$ cat src/design/sdro_pkg.sv
// Package for the SCAN disk request scheduler.
// Holds the word types of both channels and the default sizes.
// No dependencies.
`timescale 1ns / 1ps

package sdro_pkg;

  localparam int CYL_W = 16;
  localparam int MAX_REQUESTS_DEF = 16;
  localparam int CYLINDER_BITS_DEF = 16;

  typedef struct packed {
    logic [CYL_W-1:0] cylinder;
    logic             last;
  } req_t;

  typedef struct packed {
    logic [CYL_W-1:0] cylinder_res;
    logic             sweep_end;
    logic             overflowed;
    logic             last_res;
  } res_t;

  // One result word handed from the sequencer to the output register.
  typedef struct packed {
    logic load;
    res_t word;
  } emit_t;

endpackage

$ cat src/design/sdro_ram.sv
// Generic simple dual port RAM: one write port, one registered read port.
// No dependencies.
`timescale 1ns / 1ps

module sdro_ram #(
  parameter int WIDTH = 16,
  parameter int DEPTH = 16
) (
  input  logic                                  clk,
  input  logic                                  we,
  input  logic [(DEPTH > 1 ? $clog2(DEPTH) : 1)-1:0] waddr,
  input  logic [WIDTH-1:0]                      wdata,
  input  logic [(DEPTH > 1 ? $clog2(DEPTH) : 1)-1:0] raddr,
  output logic [WIDTH-1:0]                      rdata
);

  logic [WIDTH-1:0] mem [DEPTH];

  always_ff @(posedge clk) begin
    if (we) begin
      mem[waddr] <= wdata;
    end
    rdata <= mem[raddr];
  end

endmodule

$ cat src/design/sdro_seq.sv
// Sequencer of the SCAN scheduler: loads requests into the store, sorts the
// store in place with streaming bubble passes, counts requests at or below
// the head and emits the service order. Depends on sdro_pkg.
`timescale 1ns / 1ps

module sdro_seq #(
  parameter int MAX_REQUESTS = sdro_pkg::MAX_REQUESTS_DEF,
  parameter int SW = sdro_pkg::CYLINDER_BITS_DEF,
  localparam int AW = (MAX_REQUESTS > 1) ? $clog2(MAX_REQUESTS) : 1
) (
  input  logic               clk,
  input  logic               rst,
  input  logic               req_valid,
  input  sdro_pkg::req_t     req,
  output logic               busy,
  input  logic [SW-1:0]      head,
  input  logic               taken,
  output sdro_pkg::emit_t    emit,
  output logic               we,
  output logic [AW-1:0]      waddr,
  output logic [SW-1:0]      wdata,
  output logic [AW-1:0]      raddr,
  input  logic [SW-1:0]      rdata
);
  import sdro_pkg::*;

  localparam int CW = $clog2(MAX_REQUESTS + 1);
  localparam logic [CW-1:0] MAX_C = CW'(MAX_REQUESTS);

  typedef enum logic [6:0] {
    S_LOAD  = 7'b0000001,
    S_SORT  = 7'b0000010,
    S_FLUSH = 7'b0000100,
    S_SPLIT = 7'b0001000,
    S_ERD   = 7'b0010000,
    S_ELD   = 7'b0100000,
    S_EHOLD = 7'b1000000
  } state_t;

  state_t        state, state_next;
  logic [CW-1:0] count, count_next;
  logic          ovf, ovf_next;
  logic [CW-1:0] pass, pass_next;
  logic [CW-1:0] iss, iss_next;
  logic          rvalid, rvalid_next;
  logic [CW-1:0] ridx, ridx_next;
  logic [SW-1:0] carry, carry_next;
  logic [CW-1:0] split, split_next;
  logic [CW-1:0] k, k_next;
  logic [CW-1:0] slot_addr;
  logic          accept;

  assign busy   = (state != S_LOAD);
  assign accept = req_valid && !busy;

  // Store address of output slot k: descending below the split, the
  // turnaround at the split itself, ascending above it.
  always_comb begin
    if (k < split) begin
      slot_addr = split - 1'b1 - k;
    end else if (k > split) begin
      slot_addr = k - 1'b1;
    end else begin
      slot_addr = '0;
    end
  end

  always_comb begin
    state_next  = state;
    count_next  = count;
    ovf_next    = ovf;
    pass_next   = pass;
    iss_next    = iss;
    rvalid_next = 1'b0;
    ridx_next   = ridx;
    carry_next  = carry;
    split_next  = split;
    k_next      = k;
    we          = 1'b0;
    waddr       = count[AW-1:0];
    wdata       = req.cylinder[SW-1:0];
    raddr       = iss[AW-1:0];
    emit        = '0;

    case (state)
      S_LOAD: begin
        if (accept) begin
          if (count < MAX_C) begin
            we         = 1'b1;
            count_next = count + 1'b1;
          end else begin
            ovf_next = 1'b1;
          end
          if (req.last) begin
            pass_next  = '0;
            iss_next   = '0;
            split_next = '0;
            k_next     = '0;
            if (count_next > CW'(1)) begin
              state_next = S_SORT;
            end else if (count_next == CW'(1)) begin
              state_next = S_SPLIT;
            end else begin
              state_next = S_ERD;
            end
          end
        end
      end

      // One bubble pass: the larger value rides along in carry while the
      // smaller one is written back one place behind the read pointer.
      S_SORT: begin
        if (iss < count) begin
          iss_next    = iss + 1'b1;
          rvalid_next = 1'b1;
          ridx_next   = iss;
        end
        if (rvalid) begin
          if (ridx == '0) begin
            carry_next = rdata;
          end else begin
            we     = 1'b1;
            waddr  = AW'(ridx - 1'b1);
            wdata  = (rdata < carry) ? rdata : carry;
            carry_next = (rdata < carry) ? carry : rdata;
          end
          if (ridx == count - 1'b1) begin
            state_next = S_FLUSH;
          end
        end
      end

      S_FLUSH: begin
        we        = 1'b1;
        waddr     = AW'(count - 1'b1);
        wdata     = carry;
        pass_next = pass + 1'b1;
        iss_next  = '0;
        if (pass_next >= count - 1'b1) begin
          state_next = S_SPLIT;
        end else begin
          state_next = S_SORT;
        end
      end

      S_SPLIT: begin
        if (iss < count) begin
          iss_next    = iss + 1'b1;
          rvalid_next = 1'b1;
          ridx_next   = iss;
        end
        if (rvalid) begin
          if (rdata <= head) begin
            split_next = split + 1'b1;
          end
          if (ridx == count - 1'b1) begin
            state_next = S_ERD;
          end
        end
      end

      S_ERD: begin
        raddr      = slot_addr[AW-1:0];
        state_next = S_ELD;
      end

      S_ELD: begin
        emit.load            = 1'b1;
        emit.word.sweep_end  = (k == split);
        emit.word.cylinder_res = (k == split) ? '0 : CYL_W'(rdata);
        emit.word.overflowed = ovf;
        emit.word.last_res   = (k == count);
        state_next           = S_EHOLD;
      end

      S_EHOLD: begin
        if (taken) begin
          if (k == count) begin
            count_next = '0;
            ovf_next   = 1'b0;
            state_next = S_LOAD;
          end else begin
            k_next     = k + 1'b1;
            state_next = S_ERD;
          end
        end
      end

      default: begin
        state_next = S_LOAD;
      end
    endcase
  end

  always_ff @(posedge clk) begin
    if (rst) begin
      state  <= S_LOAD;
      count  <= '0;
      ovf    <= 1'b0;
      rvalid <= 1'b0;
    end else begin
      state  <= state_next;
      count  <= count_next;
      ovf    <= ovf_next;
      rvalid <= rvalid_next;
    end
    pass  <= pass_next;
    iss   <= iss_next;
    ridx  <= ridx_next;
    carry <= carry_next;
    split <= split_next;
    k     <= k_next;
  end

endmodule

$ cat src/design/scan_disk_request_order.sv
// SCAN disk scheduler, sweeping toward cylinder 0 first. Requests are taken
// one word per cycle into the request store while req_stall is low; the word
// flagged last closes the batch. The store (one RAM, one read and one write
// port) is then sorted in place by n-1 bubble passes, scanned once more to
// count requests at or below head_position, and the n+1 results are read out
// one per RAM access, the next only after the last one is taken. Requests
// beyond MAX_REQUESTS are dropped and every result of that batch carries
// overflowed. Depends on sdro_pkg, sdro_ram and sdro_seq.
`timescale 1ns / 1ps

module scan_disk_request_order #(
  parameter int MAX_REQUESTS  = sdro_pkg::MAX_REQUESTS_DEF,
  parameter int CYLINDER_BITS = sdro_pkg::CYLINDER_BITS_DEF
) (
  input  logic                        clk,
  input  logic                        rst,
  input  logic                        req_valid,
  output logic                        req_stall,
  input  sdro_pkg::req_t              req,
  output logic                        res_valid,
  input  logic                        res_stall,
  output sdro_pkg::res_t              res,
  input  logic                        cfg_we,
  input  logic [sdro_pkg::CYL_W-1:0]  cfg_wdata
);
  import sdro_pkg::*;

  localparam int SW = (CYLINDER_BITS < CYL_W) ? CYLINDER_BITS : CYL_W;
  localparam int AW = (MAX_REQUESTS > 1) ? $clog2(MAX_REQUESTS) : 1;

  logic [SW-1:0] head;
  emit_t         emit;
  logic          taken;
  logic          we;
  logic [AW-1:0] waddr;
  logic [SW-1:0] wdata;
  logic [AW-1:0] raddr;
  logic [SW-1:0] rdata;

  always_ff @(posedge clk) begin
    if (rst) begin
      head <= '0;
    end else if (cfg_we) begin
      head <= cfg_wdata[SW-1:0];
    end
  end

  assign taken = res_valid && !res_stall;

  // Output register: holds one result word until the consumer takes it.
  always_ff @(posedge clk) begin
    if (rst) begin
      res_valid <= 1'b0;
    end else if (emit.load) begin
      res_valid <= 1'b1;
    end else if (taken) begin
      res_valid <= 1'b0;
    end
    if (emit.load) begin
      res <= emit.word;
    end
  end

  sdro_ram #(
    .WIDTH(SW),
    .DEPTH(MAX_REQUESTS)
  ) u_store (
    .clk  (clk),
    .we   (we),
    .waddr(waddr),
    .wdata(wdata),
    .raddr(raddr),
    .rdata(rdata)
  );

  sdro_seq #(
    .MAX_REQUESTS(MAX_REQUESTS),
    .SW          (SW)
  ) u_seq (
    .clk      (clk),
    .rst      (rst),
    .req_valid(req_valid),
    .req      (req),
    .busy     (req_stall),
    .head     (head),
    .taken    (taken),
    .emit     (emit),
    .we       (we),
    .waddr    (waddr),
    .wdata    (wdata),
    .raddr    (raddr),
    .rdata    (rdata)
  );

`ifndef SYNTHESIS
  // No request word is taken while a result word is still pending.
  a_no_req_while_res: assert property (@(posedge clk) disable iff (rst)
    res_valid |-> req_stall)
    else $error("request accepted while a result word is pending");

  // The sequencer never overwrites a result word that was not taken.
  a_no_overwrite: assert property (@(posedge clk) disable iff (rst)
    emit.load |-> !res_valid)
    else $error("result register overwritten before it was taken");

  // After the final word of an order is taken, the block returns to loading.
  a_final_ends: assert property (@(posedge clk) disable iff (rst)
    (taken && res.last_res) |=> (!res_valid && !req_stall))
    else $error("block did not return to loading after the final word");

  // The turnaround word always reports cylinder 0.
  a_turn_zero: assert property (@(posedge clk) disable iff (rst)
    (emit.load && emit.word.sweep_end) |-> (emit.word.cylinder_res == '0))
    else $error("turnaround word with a nonzero cylinder");
`endif

endmodule
$ cat config.mk
export PLATFORM = sky130hd
export DESIGN_NAME = scan_disk_request_order
export DESIGN_NICKNAME = d
export VERILOG_FILES = /design/src/design/sdro_pkg.sv /design/src/design/sdro_ram.sv /design/src/design/sdro_seq.sv /design/src/design/scan_disk_request_order.sv
export SDC_FILE = /design/constraint.sdc
export NUM_CORES = 1
export LEC_CHECK = 0
export BUFFER_PORTS_ARGS = -buffer_cell sky130_fd_sc_hd__buf_4
export CAP_MARGIN = 20
export CORE_AREA = 4 4 175 177
export CTS_CLUSTER_DIAMETER = 150
export DETAILED_ROUTE_END_ITERATION = 10
export DIE_AREA = 0 0 179 181
export HOLD_SLACK_MARGIN = 0.05
export PLACE_DENSITY_LB_ADDON = 0.15
export SETUP_SLACK_MARGIN = 0.1
export SLEW_MARGIN = 30
export SYNTH_ARGS = -nofsm -noshare
export SYNTH_HDL_FRONTEND = slang
export SYNTH_SLANG_ARGS = --single-unit
$ cat constraint.sdc
create_clock -name clk -period 3.2 [get_ports clk]
set_input_delay 0.8 -clock clk [delete_from_list [all_inputs] [get_ports clk]]
set_output_delay 0.8 -clock clk [all_outputs]
set_load 0.05 [all_outputs]
==> out/results.txt, run 1 <==
Share of the synthesized area in the top cell type - 59.1%
WL final - 39.9 mm
Mapped Cells - 1320
Crit path capture type - register
Startpoint types - register
Longest Clk Path Bufs - 3
Final hold vios - 0
Via density - 5.85
Core Rows - 63
Status - finished, final reports clean
Num CTS Buffers - 39
Hold endpoint - res_valid
Area contributors post-synth - edfxtp_1 59%, nand2_1 6.1%, dfxtp_1 5.9%
Ant. Diodes - 0
Die height - 181 um
Reg2reg path depth - 11
Final #Nets - 1545
Primary FF master, synth - edfxtp_1
Critical path buffer and inverter count - 2
Final ANT Viol Nets - 0
Delay of the slowest critical-path stage - 540 ps
Max Fclk - 328 MHz
Initial antenna violation count - 0
Worst Hold Class - register to register
Final slew viol count - 0
Vias in the first global route - 10700
Post-DP HPWL - 24.9 mm
Chip width - 179 um
Worst path cell trace - inv_1 -> ha_4 -> and4b_1 -> o21a_2 -> or4b_4 -> and3_4 -> buf_12 -> nand2_1 -> nand3_1 -> a32o_1 -> a211o_1
EDFF count, synth - 316
Largest net degree at the start of global routing - 67
Initial Utilization - 54.9%
Net Count, Synth - 1415
Post-route cell area - 0.0193 mm^2
Peak supply drop - 0.465 mV
Reg clk slew, reported paths - 60 ps
Worst-Skew Late Latency - 530 ps
Sequential fraction of the synthesis area - 64.9%
Count leader, synth - edfxtp_1
CTS tree - built
Post-synth ARST share - 0%
Slew @ Worst Pin - 664 ps
Worst hold stages - 2
Clock sinks - 363
Ports - 59
Share of cells above drive strength 1 - 17.4%
Period Utilization, post-route - 95.4%
Setup Viol. Count Final - 0
Area after DPL - 0.0178 mm^2
Cell taking the most area after synthesis - edfxtp_1
Power per cell area - 744 mW/mm^2
Worst r2r dst - u_store.rdata[1]
Number of DRC markers in iteration 0 - 954
CP Data Arrival Time - 3460 ps
GR Util All Layers - 24.1%
Worst endpoint required time - 3600 ps
Kind of cell adding the most delay to the critical path - simple AND/OR/NAND/NOR gates
Ys Warns - 0
Period minus WS final - 3050 ps
Core box area - 0.0292 mm^2
Via count - 10900
Drt drc - 0
FF/Latch Area - 0.0104 mm^2
Crit path max-delay cell type - or4b_4
Slew HR - 55.7%
Synthesized cell area - 0.0161 mm^2
CTS root buf - clkbuf_16
Setup TNS - 0 ps
DIE AREA - 0.0324 mm^2
Multi-input gate area - 0.00530 mm^2
Post-synth top cells - 316 x edfxtp_1, 263 x nand2_1, 75 x nor2_1
CP max FO - 16
WS Path Type - register to register
Syn Area/Cell - 12.2 um^2
IO buf count - 58
Reg-to-Reg Start - u_seq.k[2]
Unrepaired setup endpoints after global routing - true
FF+latch count, synth - 363
Yosys cell types - 58
# Max-Cap Violations - 0
First-pass GRT wire length - 60.6 mm
Filler cells - 2166
WL/cell - 21.3 um
Skew final - 19.2 ps
Max H-tree Level - 2
Pleak - 7.38 nW
Crit path from - u_seq.k[2]
Routability cong. - 0.831
Synth-to-layout area growth - 20.0%
Hold Startpoint - res_valid
Grt total ovfl - 0
DR pass1 iterations - 7
Reg2Reg Setup Slack - 150 ps
## metrics by stage
| stage | hold slack, ps | setup WS (ps) | utilization, % | power [mW] | cells |
|---|---|---|---|---|---|
| after floorplan | 445 | -132 | - | 8.36 | 1320 |
| after global placement | 458 | 99.6 | 60.9 | 9.72 | 1792 |
| after detailed placement | 468 | 79.0 | 60.9 | 9.82 | 1792 |
| after CTS | 475 | 109 | 65.2 | 14.2 | 1863 |
| after global routing | 507 | 83.5 | 65.9 | 15.0 | 1870 |
| final | 473 | 148 | 65.9 | 14.3 | 1870 |
## flip-flops by register name (all words and copies together), names as in the netlist
register	count
u_seq.split	5
u_seq.carry	16
u_seq.ridx	5
u_seq.ovf	1
res	19
u_store.rdata	16
u_seq.count	5
u_seq.rvalid	1
head	16
res_valid	1
u_store.mem	256
u_seq.k	5
u_seq.iss	5
u_seq.pass	5
u_seq.state	7
## cell type report
| cell class | instances | share of cell area, % |
|---|---|---|
| Inverter | 52 | 1.01 |
| Timing Repair Buffer | 154 | 8.34 |
| Clock buffer | 57 | 5.67 |
| Clock inverter | 14 | 0.824 |
| Sequential cell | 363 | 54.1 |
| Tap cell | 390 | 2.53 |
| Multi-Input combinational cell | 840 | 27.5 |
## placed cells by master, fill, tap and decap left out, drive strengths merged, types with 17 or more instances in the layout
| cell | synthesis | routed |
|---|---|---|
| inv | 52 | 55 |
| and2 | 38 | 38 |
| mux2i | 19 | 19 |
| a21o | 17 | 17 |
| dfxtp | 47 | 47 |
| ha | 56 | 56 |
| and3 | 25 | 25 |
| a21oi | 37 | 37 |
| clkbuf | 38 | 60 |
| o21ai | 17 | 17 |
| xnor2 | 21 | 21 |
| edfxtp | 316 | 316 |
| buf | 28 | 151 |
| nor2 | 75 | 76 |
| nor3 | 17 | 17 |
| nand2 | 263 | 263 |
| nand3 | 71 | 71 |
| a31oi | 19 | 19 |
## worst register-to-register path, delay by kind of cell, from the launching register on
kind | cells | cell delay (ps)
simple gates | 5 | 1190
compound gates | 3 | 810
flops | 1 | 410
buf+inv | 2 | 290
fa+ha+maj | 1 | 230
## repair_timing
action,in CTS,in global routing
gates resized for setup,3,25
pin swaps,0,5
gates cloned,0,4
setup buffers,0,3
hold buffers,0,0
setup endpoints to repair,31,271
hold endpoints to repair,0,0
## how the worst max path moves through the flow
stage,to,slack [ps],cells past startpoint
after CTS,u_store.rdata[11],110,11
after global placement,u_store.rdata[6],100,11
after global routing,u_store.rdata[10],80,11
final,u_store.rdata[1],150,11
after detailed placement,u_store.mem[9][12],80,11
after floorplan,u_store.mem[1][0],-130,10
## metal layers
layer	up-vias	global-route usage [%]	part of all wire, %
met2	407	39.7	49
met3	77	3.10	5.9
met1	5352	33.6	42
met5	-	0	0
met4	0	7.25	3.0
li1	5108	-	-
## cells by family (layout without fill, tap and decap cells)
kind of cell / count (synthesis) / in the layout / synth area share, %
simple gates: 532 / 533 / 15.1
flops: 363 / 363 / 64.9
compound gates: 197 / 197 / 9.17
buf+inv: 118 / 277 / 3.26
fa+ha+maj: 57 / 57 / 4.49
xor+xnor: 34 / 34 / 1.85
mux: 19 / 19 / 1.18
## power breakdown
| group | switching, mW | internal (mW) | leakage, nW |
|---|---|---|---|
| combinational | 2.34 | 1.70 | 3.47 |
| clock | 1.79 | 2.62 | 0.609 |
| sequential | 0.321 | 5.56 | 3.30 |
Note: power is estimated with default switching activity, not from simulation.
==> inputs of run 2 (changes only) <==
Settings changed: PLACE_DENSITY set to 0.71, PLACE_DENSITY_LB_ADDON 0.15 to not set, SYNTH_HIERARCHICAL set to 1.
==> run 2 against run 1 <==
Power increased by 8.8%. Largest power group unchanged. Clock skew down 4.8 ps. Critical path depth is 1 lower. Critical path type unchanged. Final cell count is 11% lower.
==> out/results.txt, run 2 <==
Slew HR - 43.7% (-12 points)
Commonest non-fill, non-tap cells in the layout - 316 x edfxtp_1, 159 x buf_4, 63 x nand2_1
DIE AREA - 0.0324 mm^2 (unchanged)
GR Util All Layers - 23.7% (-0.37 points)
Worst hold stages - 2 (unchanged)
Setup TNS - 0 ps (unchanged)
Post-synth ARST share - 0% (unchanged)
Num CTS Buffers - 39 (unchanged)
Sequential fraction of the synthesis area - 64.9% (about the same)
Total Power - 15.6 mW (+8.8%)
Startpoint types - register
Final ANT Viol Nets - 0 (unchanged)
Number of DRC markers in iteration 0 - 843 (-12%)
Skew final - 14.4 ps (-4.76 ps)
Flip-flop count of the largest register after layout - 256 (unchanged)
Primary FF master, synth - edfxtp_1
Max Fclk - 322 MHz (-1.8%)
Worst endpoint required time - 3450 ps (-150 ps)
Area contributors post-synth - edfxtp_1 59%, mux4_2 7.6%, dfxtp_1 5.9%
Final worst slack - 90.9 ps (-57.3 ps)
Clock sinks - 363 (unchanged)
Placement Setup Slack - -141 ps (-220 ps)
Ys Warns - 6 (+6)
Most used cell, CP - or4_4
Reg2reg path depth - 10 (-1)
Commonest non-fill, non-tap cell in the layout - edfxtp_1
EDFF count, synth - 316 (unchanged)
Post-Layout Cell Count - 1666 (-11%)
Share of the synthesized area in the top cell type - 59.0% (about the same)
First-pass GRT wire length - 58.2 mm (-4.0%)
Syn Area/Cell - 15.0 um^2 (+23%)
Slew @ Worst Pin - 823 ps (+159 ps)
Delay of the slowest critical-path stage - 510 ps (-30 ps)
Largest reg by FF count - u_store/mem
# Max-Cap Violations - 0 (unchanged)
Core Rows - 63 (unchanged)
Count leader, synth - edfxtp_1
WS Path Type - register to register
Mapped Cells - 1073 (-19%)
Ant. Diodes - 0 (unchanged)
Via density - 6.03 (+3.1%)
Reg clk slew, reported paths - 60 ps (about the same)
Crit path from - u_seq/carry[12]
Chip width - 179 um (unchanged)
Final #Nets - 1341 (-13%)
Worst path cell trace - inv_1 -> ha_4 -> nand2_4 -> or4_4 -> or4_4 -> and4_4 -> buf_6 -> nor2b_4 -> nor3b_4 -> clkbuf_16
Period minus WS final - 3110 ps (+57.3 ps)
Period Utilization, post-route - 97.2% (+1.8 points)
Post-synth top cells - 316 x edfxtp_1, 73 x nor2_1, 67 x nand2_1
Drt drc - 0 (unchanged)
CP max FO - 8 (-8)
Ports - 59 (unchanged)
FF+latch count, synth - 363 (unchanged)
Final slew viol count - 0 (unchanged)
DR pass1 iterations - 7 (unchanged)
Cell taking the most area after synthesis - edfxtp_1
Vias in the first global route - 10000 (-5.8%)
Grt total ovfl - 0 (unchanged)
Post-route cell area - 0.0196 mm^2 (+1.6%)
Core box area - 0.0292 mm^2 (unchanged)
Yosys cell types - 63 (+8.6%)
Die height - 181 um (unchanged)
CTS root buf - clkbuf_16
WL/cell - 23.1 um (+8.2%)
Unrepaired setup endpoints after global routing - true
Max H-tree Level - 2 (unchanged)
Routability cong. - 0.860 (+3.5%)
Worst-Skew Late Latency - 540 ps (about the same)
Worst Hold Class - register to register
Largest net degree at the start of global routing - 33 (-51%)
Peak supply drop - 0.406 mV (-13%)
Pleak - 7.06 nW (-4.4%)
Top flop regs - u_store/mem: 256 flops, res: 19 flops
Area after DPL - 0.0179 mm^2 (+0.46%)
Crit path max-delay cell type - or4_4
CP Data Arrival Time - 3360 ps (-100 ps)
Setup Viol. Count Final - 0 (unchanged)
Hold Startpoint - head[15]
CTS tree - built
Initial Utilization - 55.0% (about the same)
Net Count, Synth - 1168 (-17%)
Via count - 10100 (-8.2%)
WL final - 38.4 mm (-3.6%)
Reg-to-Reg Start - u_seq/carry[12]
Crit path capture type - register
Synthesized cell area - 0.0161 mm^2 (about the same)
Status - finished, final reports clean
Initial antenna violation count - 1 (+1)
Final hold vios - 0 (unchanged)
Placed cells - 1581 (-12%)
Filler cells - 1965 (-9.3%)
Share of cells above drive strength 1 - 27.9% (+11 points)
Synth-to-layout area growth - 21.8%
Power per cell area - 797 mW/mm^2 (+7.2%)
Post-DP HPWL - 25.1 mm (+0.65%)
Longest Clk Path Bufs - 3 (unchanged)
IO buf count - 58 (unchanged)
## run 2: metal layers
metal  GRT usage (%)  vias to the layer above  wire length, um  part of all wire, %
met5               0                        -                0                    0
met4            7.15                        0              968                  2.5
met3            5.02                       75             3110                  8.1
met2            39.1                      461            19200                   50
met1            31.9                     4997            15200                   39
li1                -                     4517                -                    -
## run 2: worst max-delay path: cells and delay by family (launching register included)
kind,cells,cell delay [ps]
and+or+nand+nor,6,1730
adders and majority gates,1,280
buffers and inverters,3,450
DFF,1,360
## run 2: layout make-up
class / instances / area, um^2 / share of cell area, %
inverter: 57 / 214 / 1.09
multi-input combinational: 601 / 5470 / 27.9
timing repair buffer: 184 / 1670 / 8.52
tap: 390 / 488 / 2.49
sequential: 363 / 10400 / 53.3
clock buffer: 52 / 1040 / 5.34
clock inverter: 19 / 262 / 1.34
## run 2: cell families (layout without fill, tap and decap cells)
| kind of cell | Yosys count | count (layout) | share of synthesized area, % |
|---|---|---|---|
| flops | 363 | 363 | 64.9 |
| xor+xnor | 34 | 34 | 2.02 |
| simple gates | 247 | 247 | 7.36 |
| compound gates | 179 | 179 | 7.69 |
| fa+ha+maj | 57 | 57 | 4.48 |
| buf+inv | 109 | 312 | 3.10 |
| mux | 84 | 84 | 10.4 |
## run 2: repair_timing
item	in CTS	in global routing
cloned	1	2
gates resized for setup	14	38
pin swaps	2	8
hold buffers	0	0
endpoints found under the setup margin	77	218
hold endpoints to repair	0	0
buffers inserted	4	7
## run 2: through the flow
step	utilization (%)	hold slack [ps]
6_report	66.9	493
5_1_grt	66.9	491
4_1_cts	66.0	485
3_5_place_dp	61.2	483
3_3_place_gp	61.2	477
2_1_floorplan	-	432
## run 2: final timing paths
kind,end,slack [ps]
setup / recovery,u_seq/carry[0],90
hold / removal,head[15],490
setup reg to reg,u_seq/carry[0],90
hold reg to reg,head[15],490
## run 2: report_power, final
part           switching [mW]  leakage, nW  total, mW  internal (mW)
Sequential              0.285         3.22       5.92           5.64
Combinational            2.74         3.22       5.12           2.39
Clock                    1.82        0.627       4.56           2.74
==> inputs of run 3 (changes only) <==
Settings changed: SETUP_SLACK_MARGIN 0.1 to not set.
==> run 3 against run 2 <==
Non-clock buffer count up 5. Sequential power hardly changed. Final cell count up 0.12%. Highest routed layer is now met5. Maximum frequency is 0.36% higher. Final area fell by 0.33%. Critical path type unchanged. Largest power group unchanged. Die area is the same. Wire length rose by 1.3%. Critical path depth increased by 4. Power decreased by 0.62%.
==> out/results.txt, run 3 (synthesis results as in run 2) <==
WS Path Type - register to register
Core box area - 0.0292 mm^2 (unchanged)
Crit path capture type - register
DR pass1 iterations - 5 (-2)
Setup Viol. Count Final - 0 (unchanged)
Via count - 10000 (-0.48%)
DIE AREA - 0.0324 mm^2 (unchanged)
Die height - 181 um (unchanged)
Comb pwr share - 34.5% (+1.7 points)
Slew HR - 41.2% (-2.6 points)
NetSw - 4.91 mW (+1.2%)
Routability cong. - 0.869 (+1.0%)
Worst r2r dst - u_store/rdata[4]
Commonest non-fill, non-tap cells in the layout - 316 x edfxtp_1, 166 x buf_4, 65 x nor2_1
Final ANT Viol Nets - 0 (unchanged)
Final slew viol count - 0 (unchanged)
Top flop regs - u_store/mem: 256 flops, res: 19 flops
Unrepaired setup endpoints after global routing - true
Worst-Skew Late Latency - 530 ps (about the same)
Ant. Diodes - 0 (unchanged)
Initial antenna violation count - 1 (unchanged)
Num CTS Buffers - 38 (-2.6%)
Grt total ovfl - 0 (unchanged)
WL/cell - 23.3 um (+1.2%)
Power per cell area - 795 mW/mm^2 (-0.29%)
Core Rows - 63 (unchanged)
Seq pwr share - 38.1% (+0.2 points)
Worst Setup EP - u_store/rdata[4]
Post-DP HPWL - 24.6 mm (-2.2%)
Status - finished, final reports clean
Peak supply drop - 0.443 mV (+9.0%)
Slew @ Worst Pin - 880 ps (+57.6 ps)
Largest reg by FF count - u_store/mem
Placed cells - 1585 (+0.25%)
Vias in the first global route - 10100 (+0.76%)
First-pass GRT wire length - 59.1 mm (+1.7%)
Clock network power share - 27.3% (-1.9 points)
Drt drc - 0 (unchanged)
Internal Power - 10.6 mW (-1.5%)
Final #Nets - 1345 (+0.30%)
CP max FO - 4 (-4)
Largest net degree at the start of global routing - 49 (+48%)
Reg-to-Reg Start - u_seq/k[1]
Initial Utilization - 55.0% (unchanged)
Period Utilization, post-route - 96.8% (-0.34 points)
Reg2Reg Setup Slack - 100 ps (about the same)
Period minus WS final - 3100 ps (-11.0 ps)
Crit path from - u_seq/k[1]
Switching part of the total - 31.6% (+0.58 points)
CTS root buf - clkbuf_16
Number of DRC markers in iteration 0 - 1018 (+21%)
Pleak - 7.06 nW (about the same)
Startpoint types - register
Ports - 59 (unchanged)
Hold slack - 495 ps (+2.14 ps)
Post-Layout Cell Count - 1668 (+0.12%)
Filler cells - 1972 (+0.36%)
# Max-Cap Violations - 0 (unchanged)
Commonest non-fill, non-tap cell in the layout - edfxtp_1
CTS tree - built
Final hold vios - 0 (unchanged)
Clock sinks - 363 (unchanged)
Worst Hold Class - register to register
CP Data Arrival Time - 3500 ps (+140 ps)
Max Fclk - 323 MHz (+0.36%)
Share of cells above drive strength 1 - 28.6% (+0.66 points)
GR Util All Layers - 24.1% (+0.34 points)
Longest Clk Path Bufs - 3 (unchanged)
Synth-to-layout area growth - 21.4%
Via density - 6.00 (-0.60%)
Reg clk slew, reported paths - 60 ps (about the same)
Max H-tree Level - 2 (unchanged)
Post-CTS Hold Buffers - 0 (unchanged)
Skew final - 17.6 ps (+3.17 ps)
IO buf count - 58 (unchanged)
Flip-flop count of the largest register after layout - 256 (unchanged)
Reg2reg path depth - 14 (+4)
WL final - 38.9 mm (+1.3%)
Worst endpoint required time - 3610 ps (+160 ps)
Chip width - 179 um (unchanged)
## run 3: changes by cell type in the layout (fill, tap and decap cells not counted), moves of 3 or more
cell       delta
bufinv_16     -3
ha_4          -4
nor2_1        +4
clkinv_2      +4
inv_2         -3
clkbuf_1      -4
nor2_2        -4
a22oi_2      +12
inv_1         +3
buf_4         +7
ha_1          +4
a22oi_1      -12
## run 3: layout make-up
cell class	instances	area (um^2)	area share (%)
clock buffer	49	1030	5.29
clock inverter	19	168	0.859
inverter	57	214	1.10
multi-input combinational	601	5460	28.0
sequential	363	10400	53.5
tap	390	488	2.50
timing repair buffer	189	1720	8.79
## run 3: timing repair
item / CTS / global route
buffers inserted: 7 / 7
resized for setup: 14 / 44
pin swaps: 2 / 13
gates cloned: 2 / 2
endpoints found under the setup margin: 92 / 303
## run 3: worst min path at each step
stage | from | end | slack, ps | cells past startpoint
2_1_floorplan | u_seq/ovf | u_seq/ovf | 430 | 1
3_3_place_gp | head[8] | head[8] | 480 | 2
3_5_place_dp | head[3] | head[3] | 480 | 2
4_1_cts | cfg_wdata[8] | head[8] | 500 | 3
5_1_grt | cfg_wdata[8] | head[8] | 520 | 3
6_report | head[14] | head[14] | 500 | 2
## run 3: metal layers
layer	GRT usage, %	vias to the layer above	wire length, um
met3	4.16	68	3030
met4	6.82	2	1050
met2	38.9	426	18800
met5	0	-	17
met1	34.0	4986	16000
li1	-	4520	-
## run 3: power groups by stage
stage	clock network, mW	registers, mW	logic (mW)
2_1_floorplan	0	5.92	3.08
3_3_place_gp	0	5.97	4.73
3_5_place_dp	0	5.99	4.80
4_1_cts	4.32	5.90	5.10
5_1_grt	4.54	5.95	5.80
6_report	4.24	5.91	5.35
## run 3: per-stage QoR
step	total power [mW]	instance area [um^2]	TNS, ps	worst slack, ps	utilization, %
floorplan	9.00	16100	-24400	-247	-
global placement	10.7	17900	-7510	-197	61.1
detailed placement	10.8	17900	-14420	-211	61.1
CTS	15.3	19200	0	29.3	65.8
global route	16.3	19500	-28.5	-11.6	66.7
finish	15.5	19500	0	102	66.7
## run 3: critical path, cell delays in order, from the launching register on
cell and delay, ps:
edfxtp_1 390, ha_1 330, nor2b_4 140, o21ai_2 140, a21oi_2 70, a211oi_2 130
buf_4 170, mux2i_4 80, o21ai_4 210, buf_6 150, clkbuf_16 140, buf_4 130
mux4_1 570, a22oi_1 230, nand2_1 90
